`src/design/rsfp_pkg.sv`:
```
// package: types, codes and defaults for the range sensor frame parser
`timescale 1ns / 1ps

package rsfp_pkg;

    localparam int unsigned READINGS_DEF              = 91;
    localparam int unsigned DATA_HEADER_BYTES_DEF     = 4;
    localparam int unsigned CONNECT_PAYLOAD_BYTES_DEF = 5;

    localparam int unsigned LEFT_W = 9;

    localparam logic [7:0]  HDR_BYTE     = 8'h02;
    localparam logic [7:0]  FTR_BYTE     = 8'h03;
    localparam logic [7:0]  CMD_CONNECT  = 8'h26;
    localparam logic [7:0]  CMD_DATA     = 8'h44;
    localparam logic [7:0]  DOWN_CODE    = 8'h30;
    localparam logic [7:0]  CHAR_ZERO    = 8'h30;
    localparam logic [7:0]  CHAR_UPPER_A = 8'h41;
    localparam logic [15:0] INVALID_RST  = 16'hff00;

    localparam logic KIND_READING = 1'b0;
    localparam logic KIND_STATUS  = 1'b1;

    typedef enum logic [2:0] {
        PH_HEADER  = 3'd0,
        PH_COMMAND = 3'd1,
        PH_CONN    = 3'd2,
        PH_DHDR    = 3'd3,
        PH_READ    = 3'd4,
        PH_FOOTER  = 3'd5,
        PH_CHECK   = 3'd6
    } phase_t;

    // ascii hex digit to a 16-bit addend, wrapping for bytes below '0'
    function automatic logic [15:0] digit_value(input logic [7:0] b);
        logic [15:0] v;
        if (b < CHAR_UPPER_A)
        begin
            v = {8'h00, b} - {8'h00, CHAR_ZERO};
        end
        else
        begin
            v = {8'h00, b} + 16'd10 - {8'h00, CHAR_UPPER_A};
        end
        return v;
    endfunction

endpackage

```
`src/design/range_sensor_frame_parser.sv`:
```
// top level: range sensor reply deframer with registered result output
//
//  channel | signals                                   | direction
//  --------+-------------------------------------------+----------
//  input   | in_valid, in_stall, rx_byte               | byte in
//  output  | out_valid, out_stall, result fields       | result out
//  config  | cfg_wr_en, cfg_wr_data (invalid_from)     | write only
//
//  one byte per cycle while in_stall is low; each byte updates the deframing state in the cycle it transfers
//  a result appears in the output register in the cycle after its byte
//  in_stall is raised only while a result waits and out_stall is high
//  reset returns to waiting for a header, link down, invalid_from 0xff00
`timescale 1ns / 1ps

module range_sensor_frame_parser #(
    parameter int unsigned READINGS              = rsfp_pkg::READINGS_DEF,
    parameter int unsigned DATA_HEADER_BYTES     = rsfp_pkg::DATA_HEADER_BYTES_DEF,
    parameter int unsigned CONNECT_PAYLOAD_BYTES = rsfp_pkg::CONNECT_PAYLOAD_BYTES_DEF
) (
    input  logic        clk,
    input  logic        rst_n,
    input  logic        in_valid,
    output logic        in_stall,
    input  logic [7:0]  rx_byte,
    output logic        out_valid,
    input  logic        out_stall,
    output logic        result_kind,
    output logic [6:0]  reading_index,
    output logic [15:0] range_count,
    output logic        frame_type,
    output logic        checksum_ok,
    output logic        link_up,
    output logic        last,
    input  logic        cfg_wr_en,
    input  logic [15:0] cfg_wr_data
);
    import rsfp_pkg::*;

    localparam logic [LEFT_W-1:0] READ_BYTES = LEFT_W'(READINGS * 4);
    localparam logic [LEFT_W-1:0] DHDR_BYTES = LEFT_W'(DATA_HEADER_BYTES);
    localparam logic [LEFT_W-1:0] CONN_BYTES = LEFT_W'(CONNECT_PAYLOAD_BYTES);

    phase_t            phase_reg, phase_next;
    logic [LEFT_W-1:0] left_reg, left_next;
    logic [7:0]        xor_reg, xor_next;
    logic [1:0]        digit_reg, digit_next;
    logic [15:0]       partial_reg, partial_next;
    logic [6:0]        count_reg, count_next;
    logic              data_reg, data_next;
    logic [7:0]        code_reg, code_next;
    logic              link_reg, link_next;
    logic [15:0]       invalid_reg;

    logic              out_valid_reg, out_valid_next;
    logic              kind_reg, kind_next;
    logic [6:0]        index_reg, index_next;
    logic [15:0]       range_reg, range_next;
    logic              ftype_reg, ftype_next;
    logic              ok_reg, ok_next;
    logic              emit;
    logic              in_xfer;
    logic [15:0]       digit_add;
    logic [15:0]       sum;
    logic [LEFT_W-1:0] left_dec;
    logic              ok;

    assign in_stall = out_valid_reg & out_stall;
    assign in_xfer  = in_valid & ~in_stall;

    assign digit_add = digit_value(rx_byte) << {(2'd3 - digit_reg), 2'b00};
    assign sum       = partial_reg + digit_add;
    assign left_dec  = left_reg - LEFT_W'(1);
    assign ok        = (xor_reg == rx_byte);

    always_comb
    begin
        phase_next   = phase_reg;
        left_next    = left_reg;
        xor_next     = xor_reg;
        digit_next   = digit_reg;
        partial_next = partial_reg;
        count_next   = count_reg;
        data_next    = data_reg;
        code_next    = code_reg;
        link_next    = link_reg;
        emit         = 1'b0;
        kind_next    = KIND_READING;
        index_next   = 7'd0;
        range_next   = 16'd0;
        ok_next      = 1'b0;
        unique case (phase_reg)
            PH_HEADER:
            begin
                if (rx_byte == HDR_BYTE)
                begin
                    xor_next   = rx_byte;
                    phase_next = PH_COMMAND;
                end
            end
            PH_COMMAND:
            begin
                if (rx_byte == CMD_CONNECT)
                begin
                    xor_next   = xor_reg ^ rx_byte;
                    data_next  = 1'b0;
                    phase_next = PH_CONN;
                    left_next  = CONN_BYTES;
                end
                else if (rx_byte == CMD_DATA)
                begin
                    xor_next  = xor_reg ^ rx_byte;
                    data_next = 1'b1;
                    if (DHDR_BYTES == '0)
                    begin
                        phase_next   = PH_READ;
                        left_next    = READ_BYTES;
                        digit_next   = 2'd0;
                        partial_next = 16'd0;
                        count_next   = 7'd0;
                    end
                    else
                    begin
                        phase_next = PH_DHDR;
                        left_next  = DHDR_BYTES;
                    end
                end
            end
            PH_CONN:
            begin
                xor_next  = xor_reg ^ rx_byte;
                left_next = left_dec;
                if (left_reg == CONN_BYTES)
                begin
                    code_next = rx_byte;
                end
                if (left_dec == '0)
                begin
                    phase_next = PH_FOOTER;
                end
            end
            PH_DHDR:
            begin
                xor_next  = xor_reg ^ rx_byte;
                left_next = left_dec;
                if (left_dec == '0)
                begin
                    phase_next   = PH_READ;
                    left_next    = READ_BYTES;
                    digit_next   = 2'd0;
                    partial_next = 16'd0;
                    count_next   = 7'd0;
                end
            end
            PH_READ:
            begin
                xor_next  = xor_reg ^ rx_byte;
                left_next = left_dec;
                if (digit_reg == 2'd3)
                begin
                    emit         = 1'b1;
                    index_next   = count_reg;
                    range_next   = (sum >= invalid_reg) ? 16'd0 : sum;
                    count_next   = count_reg + 7'd1;
                    partial_next = 16'd0;
                    digit_next   = 2'd0;
                end
                else
                begin
                    partial_next = sum;
                    digit_next   = digit_reg + 2'd1;
                end
                if (left_dec == '0)
                begin
                    phase_next = PH_FOOTER;
                end
            end
            PH_FOOTER:
            begin
                if (rx_byte == FTR_BYTE)
                begin
                    xor_next   = xor_reg ^ rx_byte;
                    phase_next = PH_CHECK;
                end
                else
                begin
                    xor_next   = 8'd0;
                    phase_next = PH_HEADER;
                end
            end
            PH_CHECK:
            begin
                if (ok && !data_reg)
                begin
                    link_next = (code_reg != DOWN_CODE);
                end
                emit       = 1'b1;
                kind_next  = KIND_STATUS;
                ok_next    = ok;
                xor_next   = 8'd0;
                phase_next = PH_HEADER;
            end
            default:
            begin
                xor_next   = 8'd0;
                phase_next = PH_HEADER;
            end
        endcase
        ftype_next = data_next;
    end

    always_comb
    begin
        out_valid_next = out_valid_reg & out_stall;
        if (in_xfer && emit)
        begin
            out_valid_next = 1'b1;
        end
    end

    always_ff @(posedge clk or negedge rst_n)
    begin
        if (!rst_n)
        begin
            phase_reg     <= PH_HEADER;
            left_reg      <= '0;
            xor_reg       <= 8'd0;
            digit_reg     <= 2'd0;
            partial_reg   <= 16'd0;
            count_reg     <= 7'd0;
            data_reg      <= 1'b0;
            code_reg      <= 8'd0;
            link_reg      <= 1'b0;
            invalid_reg   <= INVALID_RST;
            out_valid_reg <= 1'b0;
        end
        else
        begin
            out_valid_reg <= out_valid_next;
            if (cfg_wr_en)
            begin
                invalid_reg <= cfg_wr_data;
            end
            if (in_xfer)
            begin
                phase_reg   <= phase_next;
                left_reg    <= left_next;
                xor_reg     <= xor_next;
                digit_reg   <= digit_next;
                partial_reg <= partial_next;
                count_reg   <= count_next;
                data_reg    <= data_next;
                code_reg    <= code_next;
                link_reg    <= link_next;
            end
        end
    end

    // result payload, loaded on a transfer that produces a result
    always_ff @(posedge clk)
    begin
        if (in_xfer && emit)
        begin
            kind_reg  <= kind_next;
            index_reg <= index_next;
            range_reg <= range_next;
            ftype_reg <= ftype_next;
            ok_reg    <= ok_next;
        end
    end

    assign out_valid     = out_valid_reg;
    assign result_kind   = kind_reg;
    assign reading_index = index_reg;
    assign range_count   = range_reg;
    assign frame_type    = ftype_reg;
    assign checksum_ok   = ok_reg;
    assign link_up       = link_reg;
    assign last          = kind_reg;

endmodule

```
`config.mk`:
```
export PLATFORM = sky130hd
export DESIGN_NAME = range_sensor_frame_parser
export DESIGN_NICKNAME = d
export VERILOG_FILES = /design/src/design/rsfp_pkg.sv /design/src/design/range_sensor_frame_parser.sv
export SDC_FILE = /design/constraint.sdc
export NUM_CORES = 1
export LEC_CHECK = 0
export BUFFER_PORTS_ARGS = -buffer_cell sky130_fd_sc_hd__buf_4
export CAP_MARGIN = 0
export CORE_ASPECT_RATIO = 1.4
export CORE_MARGIN = 4
export CORE_UTILIZATION = 25
export DETAILED_ROUTE_END_ITERATION = 12
export GPL_TIMING_DRIVEN = 0
export PLACE_DENSITY_LB_ADDON = 0.2
export SETUP_SLACK_MARGIN = 0.02
export SYNTH_ARGS = -nofsm -noshare
export SYNTH_HDL_FRONTEND = slang
export SYNTH_SLANG_ARGS = --single-unit
```
`constraint.sdc`:
```
create_clock -name clk -period 5.3 [get_ports clk]
set_input_delay 1.06 -clock clk [delete_from_list [all_inputs] [get_ports clk]]
set_output_delay 1.06 -clock clk [all_outputs]
set_load 0.01 [all_outputs]
```
==> metrics.csv, run 1 <==
stage,metric,value,unit
worst_setup_path,Critical Path Stages,24,
pwr,share of total power in the clock network,0.155,
sta,Tcrit/Tclk final,1.01,
status,status,"complete, but fails checks",
final_layout,n_diodes,0,
worst_setup_path,flop-to-flop setup slack,0.52,ns
placed_design,Place WS,-1.14,ns
floorplanning,die area,27300,µm²
detailed_routing,drt drc,0,
cts,htree depth,3,
pwr,Comb pwr share,0.561,
cts,Num CTS Buffers,9,
placed_design,Routability Congestion,0.834,
worst_setup_path,slowest CP cell,a211o_1,
sta,worst-margin pin slew,1.01,ns
worst_setup_path,Critical path buffers and inverters,6,
placed_design,DP Cell Count,1015,
worst_setup_path,Crit Path Max Fanout,6,
sta,final worst path period need,5.34,ns
cts,hold buffers post-CTS,0,
worst_setup_path,CP cell instances,"buf_8, clkbuf_16, clkinv_8, ha_4, nand4bb_4, a31oi_4, buf_12, mux2i_4, nor2_2, ha_1, a211o_1, a21oi_2, a211oi_2, or2_4, a31oi_4, xnor2_2, ha_1, a21o_1, a21o_1, a2111oi_4, buf_4, o31ai_4, buf_8, nor2_1",
synthesis,mapped cell area,6170,µm²
detailed_routing,Via Count,5161,
worst_setup_path,Worst path max stage delay,0.34,ns
sta,Slew HR,0.328,
worst_setup_path,r2r worst-path depth,19,
cts,clk root buf,clkbuf_16,
cts,worst skew pair latency,0.36,ns
grt,total congestion overflow,0,
grt,number of global-route vias before repair,5241,
pwr,final total power,4.05,mW
grt,largest net degree at the start of global routing,73,
pwr,sw frac,0.434,
detailed_routing,post-route antenna net violation count,0,
final_layout,layout cells sized above 1,0.295,
synthesis,distinct cell type count after synthesis,69,
sta,Hold Slack,0.503,ns
floorplanning,Rows,67,
grt,first-pass GRT wire length,28.0,mm
pwr,Int Pwr,2.29,mW
pwr,Pwr Density,497,nW/µm²
floorplanning,core box area,24100,µm²
pwr,VDD IR max,0.203,mV
detailed_routing,DR WL/cell,16.1,µm
status,failing checks,setup timing,
sta,max-slew violation count,0,
sta,worst setup margin,-0.0360,ns
cts,CTS tree,built,
sta,RSZ-0062 raised after global routing,yes,
floorplanning,I/O pin count,59,
synthesis,synthesized area per cell,9.58,µm²
synthesis,Synth Register Bits,98,
final_layout,NumNets Final,831,
sta,Max Clk Rate,187,MHz
worst_setup_path,CP Data Required Time,5.52,ns
cts,CTS max path bufs,2,
synthesis,warnings from Yosys,0,
sta,"Setup violations, final",10,
final_layout,Layout Utilization,0.338,
worst_setup_path,CP Launch Type,input port,
synthesis,Post-synth EDFFs,26,
placed_design,Post-DP HPWL,12.4,mm
worst_setup_path,critical path class,in -> reg,
synthesis,Post-Syn Instances,644,
floorplanning,starting density of the core,0.256,
synthesis,Main synth FF type,dfrtp_1,
detailed_routing,drt total wl,17.3,mm
final_layout,"commonest non-fill, non-tap cell in the layout",buf_4,
final_layout,synthesis-to-finish area growth,32.2,%
synthesis,"Seq/Total Area, Yosys",0.420,
pwr,Leak,3.53,nW
worst_setup_path,crit path DAT,5.56,ns
sta,count of final hold-check violations,0,
detailed_routing,Pre-Repair DR Iteration Count,4,
floorplanning,width of the chip,141,µm
detailed_routing,First DRT Iteration DRCs,238,
grt,number of antenna violations at the first check in global routing,0,
cts,Worst-path clk slew,0.07,ns
worst_setup_path,crit path launch,rx_byte[5],
worst_setup_path,Top Family by Delay on Critical Path,compound AO/OA/AOI/OAI gates,
synthesis,Mapped Nets,717,
worst_hold_path,worst hold path class,reg -> reg,
placed_design,# port buffers,58,
sta,Setup Skew,0.0126,ns
cts,# clock sinks,98,
worst_setup_path,worst setup path end,range_count[15]$_SDFFCE_PP0P_,
floorplanning,Die H,194,µm
grt,All-Layer GR Usage,0.127,
detailed_routing,vias per inst,4.81,
pwr,Sw Pwr,1.76,mW
final_layout,"commonest non-fill, non-tap cells in the layout","buf_4 (98), dfrtp_1 (64), nand2_1 (63)",
worst_setup_path,worst r2r src,digit_reg[0]$_DFFE_PN0P_,
synthesis,Post-synth ARST share,0.735,
final_layout,"Cell Count, Final, Fillers Out",1073,
worst_setup_path,CP endpoint kind,flip-flop,
pwr,Seq pwr share,0.284,
job,max_cap viols,0,
worst_setup_path,reg2reg end,range_count[15]$_SDFFCE_PP0P_,
[worst min-delay path by stage]
| stage | start | endpoint | cells past startpoint |
|---|---|---|---|
| after global routing | code_reg[5]$_DFFE_PN0P_ | code_reg[5]$_DFFE_PN0P_ | 1 |
| final | partial_reg[8]$_DFFE_PN0P_ | partial_reg[8]$_DFFE_PN0P_ | 2 |
| after CTS | partial_reg[8]$_DFFE_PN0P_ | partial_reg[8]$_DFFE_PN0P_ | 2 |
| after global placement | partial_reg[0]$_DFFE_PN0P_ | partial_reg[0]$_DFFE_PN0P_ | 2 |
| after detailed placement | partial_reg[0]$_DFFE_PN0P_ | partial_reg[0]$_DFFE_PN0P_ | 2 |
| after floorplan | partial_reg[6]$_DFFE_PN0P_ | partial_reg[6]$_DFFE_PN0P_ | 2 |
[layout make-up]
type,count,area [µm²]
sequential,98,2590
timing repair buffer,105,835
fill,2513,16000
clock inverter,5,32.5
buffer,27,163
inverter,42,184
tap,310,388
multi-input combinational,475,3730
clock buffer,11,233
[worst register-to-register path, delay by kind of cell (launching register included)]
family,cells,cell delay (ns)
AO/OA/AOI/OAI,9,2.10
AND/OR/NAND/NOR,4,0.79
buffers and inverters,3,0.61
adder cells (fa/ha/maj),2,0.60
flip-flops,1,0.38
XOR/XNOR,1,0.19
[synthesized netlist by cell type, drive strengths merged, types with 3 or more instances]
master    n  area (µm²)
ha       43         538
a21oi    33         169
a211oi    9        67.6
a21o     18         135
nor4      6        67.6
mux2     13         146
nor2     44         165
nor3b     4        35.0
o31ai     8        60.1
nand4     8        50.1
o22ai     3        18.8
inv      42         158
mux2i     4        40.0
dfrtp    64        1600
and3     14        92.6
nand3     7        35.0
clkbuf   20        75.1
a22o     14         123
nor3     13        70.1
a2111oi   3        32.5
xnor2    21         184
nand4b    3        26.3
o311a     5        50.1
dfstp     8         210
nand2b   11        68.8
o211a     3        30.0
nand2    63         236
o21ai    58         290
buf       9        50.1
o21a      5        37.5
or2       3        18.8
nand3b    3        22.5
a31oi    14        87.6
xor2     11         115
edfxtp   26         781
[layer usage]
metal / global-route usage / share of wire / vias up
li1: - / - / 2568
met1: 0.156 / 0.43 / 2500
met2: 0.228 / 0.52 / 72
met3: 0.0168 / 0.025 / 21
met4: 0.0431 / 0.020 / 0
met5: 0 / 0 / -
[kinds of logic (layout without fill, tap and decap cells)]
kind of cell	count (synthesis)	in the layout	share of synthesized area
AOI/OAI and AO/OA	191	191	0.206
and+or+nand+nor	190	190	0.158
DFF	98	98	0.420
buffers and inverters	71	190	0.0458
adders and majority gates	45	45	0.0920
xor gates and xnor gates	32	32	0.0484
muxes	17	17	0.0302
[power groups by stage]
| stage | logic (mW) | registers [mW] | clock network (mW) |
|---|---|---|---|
| floorplan | 1.43 | 1.13 | 0 |
| global placement | 1.89 | 1.17 | 0 |
| detailed placement | 1.91 | 1.16 | 0 |
| CTS | 2.15 | 1.15 | 0.653 |
| global route | 2.55 | 1.18 | 0.678 |
| finish | 2.28 | 1.15 | 0.627 |
[stage by stage]
stage | cell area, µm² | setup TNS, ns
6_report | 8160 | -0.185
5_1_grt | 8160 | -2.88
4_1_cts | 7840 | 0
3_5_place_dp | 7220 | -16.24
3_3_place_gp | 7190 | -25.20
2_1_floorplan | 6360 | 0
[repair_timing]
item | CTS | global route
gates resized for setup | 42 | 44
endpoints found under the hold margin | 0 | 0
setup endpoints to repair | 16 | 16
pin swaps | 25 | 27
setup buffers | 22 | 21
cloned | 1 | 0
No activity file was read; power rests on OpenSTA's default activity.
==> inputs of run 2 (changes only) <==
- SETUP_SLACK_MARGIN: 0.02 -> default
- SKIP_CTS_REPAIR_TIMING: default -> 1
==> run 2 against run 1 <==
Net effect: the run still ends with setup timing left; maximum frequency is 0.56% higher; critical endpoint is now range_count[7]$_SDFFCE_PP0P_; via count is 2.7% lower; first-iteration DRC count is 22% higher; largest cell class unchanged; combinational power is 2% lower; die area stayed put; largest power group unchanged; sequential cell count stayed put.
==> metrics.csv, run 2 (same netlist as run 1, synthesis figures left out) <==
stage,metric,value,unit
status,status,"complete, but fails checks",
status,failing checks,setup timing,
sta,Tcrit/Tclk final,1.00,
final_layout,final instance area,8070,µm²
worst_hold_path,hold path startpoint,partial_reg[3]$_DFFE_PN0P_,
sta,Max Clk Rate,188,MHz
placed_design,Post-DP HPWL,12.2,mm
placed_design,Place WS,-1.15,ns
cts,# clock sinks,98,
floorplanning,die area,27300,µm²
detailed_routing,vias per inst,4.77,
detailed_routing,post-route antenna net violation count,0,
worst_setup_path,CP Data Required Time,5.52,ns
floorplanning,Rows,67,
final_layout,"Cell Count, Final, Fillers Out",1053,
floorplanning,width of the chip,141,µm
worst_hold_path,worst hold path class,reg -> reg,
cts,CTS max path bufs,2,
worst_setup_path,CP cell instances,"buf_4, clkbuf_2, or2_2, a311oi_1, a211oi_2, and3_1, ha_1, a2111oi_4, o21ai_4, a2111oi_4, nor3_2, xor2_1, buf_4, ha_1, a21o_1, a21o_1, a2111oi_4, buf_4, o31ai_4, buf_6, nor2_4",
detailed_routing,First DRT Iteration DRCs,290,
sta,max-slew violation count,0,
pwr,Leak,3.44,nW
final_layout,layout cells sized above 1,0.292,
sta,Slew HR,0.333,
final_layout,NumNets Final,811,
sta,RSZ-0062 raised after global routing,yes,
cts,htree depth,3,
worst_setup_path,slowest CP cell,a2111oi_4,
worst_setup_path,worst r2r src,digit_reg[0]$_DFFE_PN0P_,
floorplanning,Die H,194,µm
worst_setup_path,flop-to-flop setup slack,0.37,ns
pwr,VDD IR max,0.188,mV
cts,Worst-path clk slew,0.08,ns
cts,CTS tree,built,
sta,Setup Skew,0.00971,ns
sta,count of final hold-check violations,0,
worst_setup_path,critical path class,in -> reg,
worst_setup_path,CP Launch Type,input port,
grt,All-Layer GR Usage,0.120,
worst_setup_path,r2r worst-path depth,20,
floorplanning,core box area,24100,µm²
worst_setup_path,CP endpoint kind,flip-flop,
floorplanning,starting density of the core,0.256,
detailed_routing,Pre-Repair DR Iteration Count,4,
sta,"Setup violations, final",1,
worst_setup_path,Crit Path Max Fanout,10,
placed_design,Routability Congestion,0.803,
pwr,Pwr Density,498,nW/µm²
detailed_routing,drt total wl,16.7,mm
sta,setup TNS,-0.00640,ns
cts,Num CTS Buffers,9,
final_layout,n_diodes,0,
cts,clk root buf,clkbuf_16,
worst_setup_path,crit path DAT,5.53,ns
final_layout,"commonest non-fill, non-tap cell in the layout",buf_4,
placed_design,# port buffers,58,
detailed_routing,Via Count,5024,
placed_design,Placed Instance Area,7190,µm²
detailed_routing,DR WL/cell,15.8,µm
final_layout,"commonest non-fill, non-tap cells in the layout","buf_4 (78), dfrtp_1 (64), nand2_1 (63)",
job,max_cap viols,0,
detailed_routing,drt drc,0,
grt,number of antenna violations at the first check in global routing,0,
worst_hold_path,Hold Path End,partial_reg[3]$_DFFE_PN0P_,
worst_setup_path,reg2reg end,range_count[7]$_SDFFCE_PP0P_,
sta,final worst path period need,5.31,ns
final_layout,synthesis-to-finish area growth,30.8,%
sta,worst-margin pin slew,1.00,ns
cts,worst skew pair latency,0.36,ns
grt,first-pass GRT wire length,26.5,mm
placed_design,DP Cell Count,1015,
floorplanning,I/O pin count,59,
grt,number of global-route vias before repair,5094,
grt,total congestion overflow,0,
grt,largest net degree at the start of global routing,73,
sta,worst setup margin,-0.00640,ns
worst_setup_path,Worst path max stage delay,0.47,ns
worst_hold_path,hold path cells,2,
==> run 2: changes by cell type in the layout (fill, tap and decap cells not counted), moves of 3 or more <==
cell / before / now
clkinv_2: 3 / 0
nor2_4: 10 / 5
buf_4: 98 / 78
a21oi_2: 7 / 4
buf_6: 6 / 9
ha_1: 36 / 33
nor2_2: 4 / 10
inv_6: 1 / 4
ha_2: 1 / 4
==> run 2: metal layers <==
| metal | GRT usage | vias up | part of all wire |
|---|---|---|---|
| met1 | 0.146 | 2409 | 0.43 |
| met2 | 0.213 | 75 | 0.52 |
| met5 | 0 | - | 0 |
| met4 | 0.0442 | 0 | 0.021 |
| li1 | - | 2522 | - |
| met3 | 0.0185 | 18 | 0.032 |
==> run 2: worst max-delay path, delay by kind of cell <==
kind,cells,cell delay (ns)
compound gates,9,2.14
xor+xnor,1,0.17
fa+ha+maj,2,0.56
buf+inv,5,0.87
simple gates,4,0.73
==> run 2: final cells by class <==
type	count	area, µm²
sequential	98	2590
inverter	42	171
clock inverter	6	50.0
fill	2485	16100
multi-input combinational	475	3810
clock buffer	10	229
timing repair buffer	86	692
tap	310	388
buffer	26	135
==> run 2: where the power goes <==
part	total, mW	internal, mW	switching, mW
clock network	0.640	0.324	0.316
registers	1.16	0.980	0.176
logic	2.23	0.945	1.28
total	4.02	2.25	1.77
==> run 2: metrics by stage <==
step | util | hold slack [ns] | total power, mW
after floorplan | - | 0.454 | 2.56
after global placement | 0.296 | 0.473 | 3.05
after detailed placement | 0.298 | 0.492 | 3.05
after CTS | 0.309 | 0.511 | 3.71
after global routing | 0.334 | 0.522 | 4.35
final | 0.334 | 0.504 | 4.02
==> run 2: worst max path at each step <==
stage,end,slack (ns),cells after the start,from
after floorplan,range_count[15]$_SDFFCE_PP0P_,0.003,23,rx_byte[4]
after global placement,range_count[10]$_SDFFCE_PP0P_,-1.20,21,rx_byte[0]
after detailed placement,range_count[7]$_SDFFCE_PP0P_,-1.15,21,rx_byte[0]
after CTS,range_count[7]$_SDFFCE_PP0P_,-0.78,21,rx_byte[0]
after global routing,range_count[7]$_SDFFCE_PP0P_,-0.20,20,rx_byte[3]
final,range_count[7]$_SDFFCE_PP0P_,-0.006,21,rx_byte[3]
==> inputs of run 3 (changes only) <==
- CAP_MARGIN: 0 -> default
- SLEW_MARGIN: default -> 15
- clock period: 5.3 -> 6.1 ns (I/O delays scaled with it)
==> run 3 against run 2 <==
Net effect: via count down 0.88%; combinational power down 23%; the flow now finishes without violations; critical endpoint is now range_count[15]$_SDFFCE_PP0P_; core utilization down 2.2 points; worst hold slack worse by 0.0038 ns; non-clock buffer count down 11; sequential power down 14%; power down 18%; global-route usage down 0.17 points; cell count down 1.0%; clock power down 9.7%.
==> metrics.csv, run 3 (same netlist as run 1, synthesis figures left out) <==
stage,metric,value,unit
cts,# clock sinks,98,
worst_setup_path,CP endpoint kind,flip-flop,
floorplanning,core box area,24100,µm²
cts,clk root buf,clkbuf_16,
cts,Num CTS Buffers,9,
sta,Slew HR,0.337,
placed_design,Placed Instance Area,7050,µm²
worst_setup_path,CP cell instances,"buf_4, clkbuf_4, inv_2, ha_1, nand4bb_1, a31oi_4, buf_4, xnor2_2, nor2_1, ha_1, fa_1, a21o_1, a21oi_2, o21ai_1, a2111oi_2, nor3_1, xor2_1, ha_1, nand4_1, nor2_1, a2111oi_4, o31ai_2, buf_6, nor2_1",
grt,number of global-route vias before repair,4954,
detailed_routing,post-route antenna net violation count,0,
detailed_routing,vias per inst,4.78,
job,max_cap viols,0,
floorplanning,die area,27300,µm²
detailed_routing,Pre-Repair DR Iteration Count,4,
placed_design,Routability Congestion,0.813,
cts,htree depth,3,
worst_setup_path,critical path class,in -> reg,
final_layout,n_diodes,0,
sta,Tcrit/Tclk final,0.958,
detailed_routing,First DRT Iteration DRCs,148,
pwr,Pwr Density,437,nW/µm²
placed_design,# port buffers,58,
placed_design,Post-DP HPWL,12.2,mm
sta,count of final hold-check violations,0,
cts,Worst-path clk slew,0.07,ns
worst_setup_path,slowest CP cell,fa_1,
status,status,"complete, no violations",
worst_setup_path,Worst path max stage delay,0.42,ns
final_layout,final instance area,7550,µm²
grt,largest net degree at the start of global routing,73,
cts,worst skew pair latency,0.36,ns
sta,Setup Skew,0.0148,ns
worst_setup_path,crit path DAT,6.05,ns
grt,total congestion overflow,0,
sta,worst-margin pin slew,0.994,ns
worst_setup_path,Top Family by Delay on Critical Path,compound AO/OA/AOI/OAI gates,
worst_setup_path,Critical path buffers and inverters,5,
sta,RSZ-0062 raised after global routing,no,
sta,final worst path period need,5.84,ns
grt,number of antenna violations at the first check in global routing,0,
grt,All-Layer GR Usage,0.118,
final_layout,"commonest non-fill, non-tap cell in the layout",buf_4,
floorplanning,width of the chip,141,µm
worst_setup_path,CP Launch Type,input port,
final_layout,layout cells sized above 1,0.205,
floorplanning,Die H,194,µm
final_layout,"commonest non-fill, non-tap cells in the layout","buf_4 (73), dfrtp_1 (64), nand2_1 (63)",
worst_setup_path,CP Data Required Time,6.30,ns
cts,CTS max path bufs,2,
floorplanning,Rows,67,
pwr,VDD IR max,0.184,mV
detailed_routing,drt total wl,16.0,mm
worst_setup_path,Crit Path Max Fanout,10,
sta,Max Clk Rate,171,MHz
sta,max-slew violation count,0,
worst_hold_path,worst hold path class,reg -> reg,
sta,"Setup violations, final",0,
pwr,Leak,3.31,nW
placed_design,Place WS,-1.18,ns
sta,worst setup margin,0.255,ns
grt,first-pass GRT wire length,26.3,mm
detailed_routing,DR WL/cell,15.4,µm
final_layout,synthesis-to-finish area growth,22.3,%
floorplanning,I/O pin count,59,
detailed_routing,Via Count,4980,
final_layout,NumNets Final,800,
detailed_routing,drt drc,0,
cts,CTS tree,built,
floorplanning,starting density of the core,0.256,
final_layout,Layout Utilization,0.313,
## run 3: path summary, 6_finish.rpt
check | startpoint | to | slack [ns] | cells past startpoint
setup / recovery | rx_byte[4] | range_count[15]$_SDFFCE_PP0P_ | 0.26 | 24
hold / removal | partial_reg[8]$_DFFE_PN0P_ | partial_reg[8]$_DFFE_PN0P_ | 0.50 | 2
setup reg to reg | digit_reg[0]$_DFFE_PN0P_ | range_count[15]$_SDFFCE_PP0P_ | 1.23 | 18
hold reg to reg | partial_reg[8]$_DFFE_PN0P_ | partial_reg[8]$_DFFE_PN0P_ | 0.50 | 2
max in group asynchronous | rst_n | partial_reg[15]$_DFFE_PN0P_ | 4.43 | 1
min in group asynchronous | rst_n | invalid_reg[1]$_DFFE_PN0P_ | 1.00 | 1
## run 3: cell type report
cell class                 count  area [µm²]
fill                        2555       16600
multi-input combinational    475        3430
sequential                    98        2590
timing repair buffer          74         563
tap                          310         388
clock buffer                  10         239
inverter                      42         158
buffer                        27         129
clock inverter                 6        53.8
## run 3: per-layer routing
metal	GRT usage	share of wire	up-vias	wire [µm]
li1	-	-	2513	-
met1	0.147	0.43	2372	6950
met2	0.210	0.52	76	8290
met3	0.0178	0.033	19	526
met4	0.0370	0.017	0	278
met5	0	0	-	0
## run 3: tightest hold or removal path: cells and delay by family, from the launching register on
family | cells | cell delay, ns
and+or+nand+nor | 1 | 0.05
DFF | 1 | 0.35
AOI/OAI and AO/OA | 1 | 0.06
## run 3: where the power goes
group          internal [mW]  leakage (nW)  switching, mW
sequential             0.852          1.15          0.148
combinational          0.715          2.03           1.00
clock                  0.297         0.142          0.281
total                   1.86          3.31           1.43
## run 3: per-stage QoR
step	TNS [ns]	total power, mW	instances	hold slack (ns)
after floorplan	0	2.20	644	0.456
after global placement	-15.72	2.63	1012	0.477
after detailed placement	-15.78	2.64	1015	0.484
after CTS	-10.08	3.24	1031	0.501
after global routing	0	3.59	1042	0.527
final	0	3.30	1042	0.500
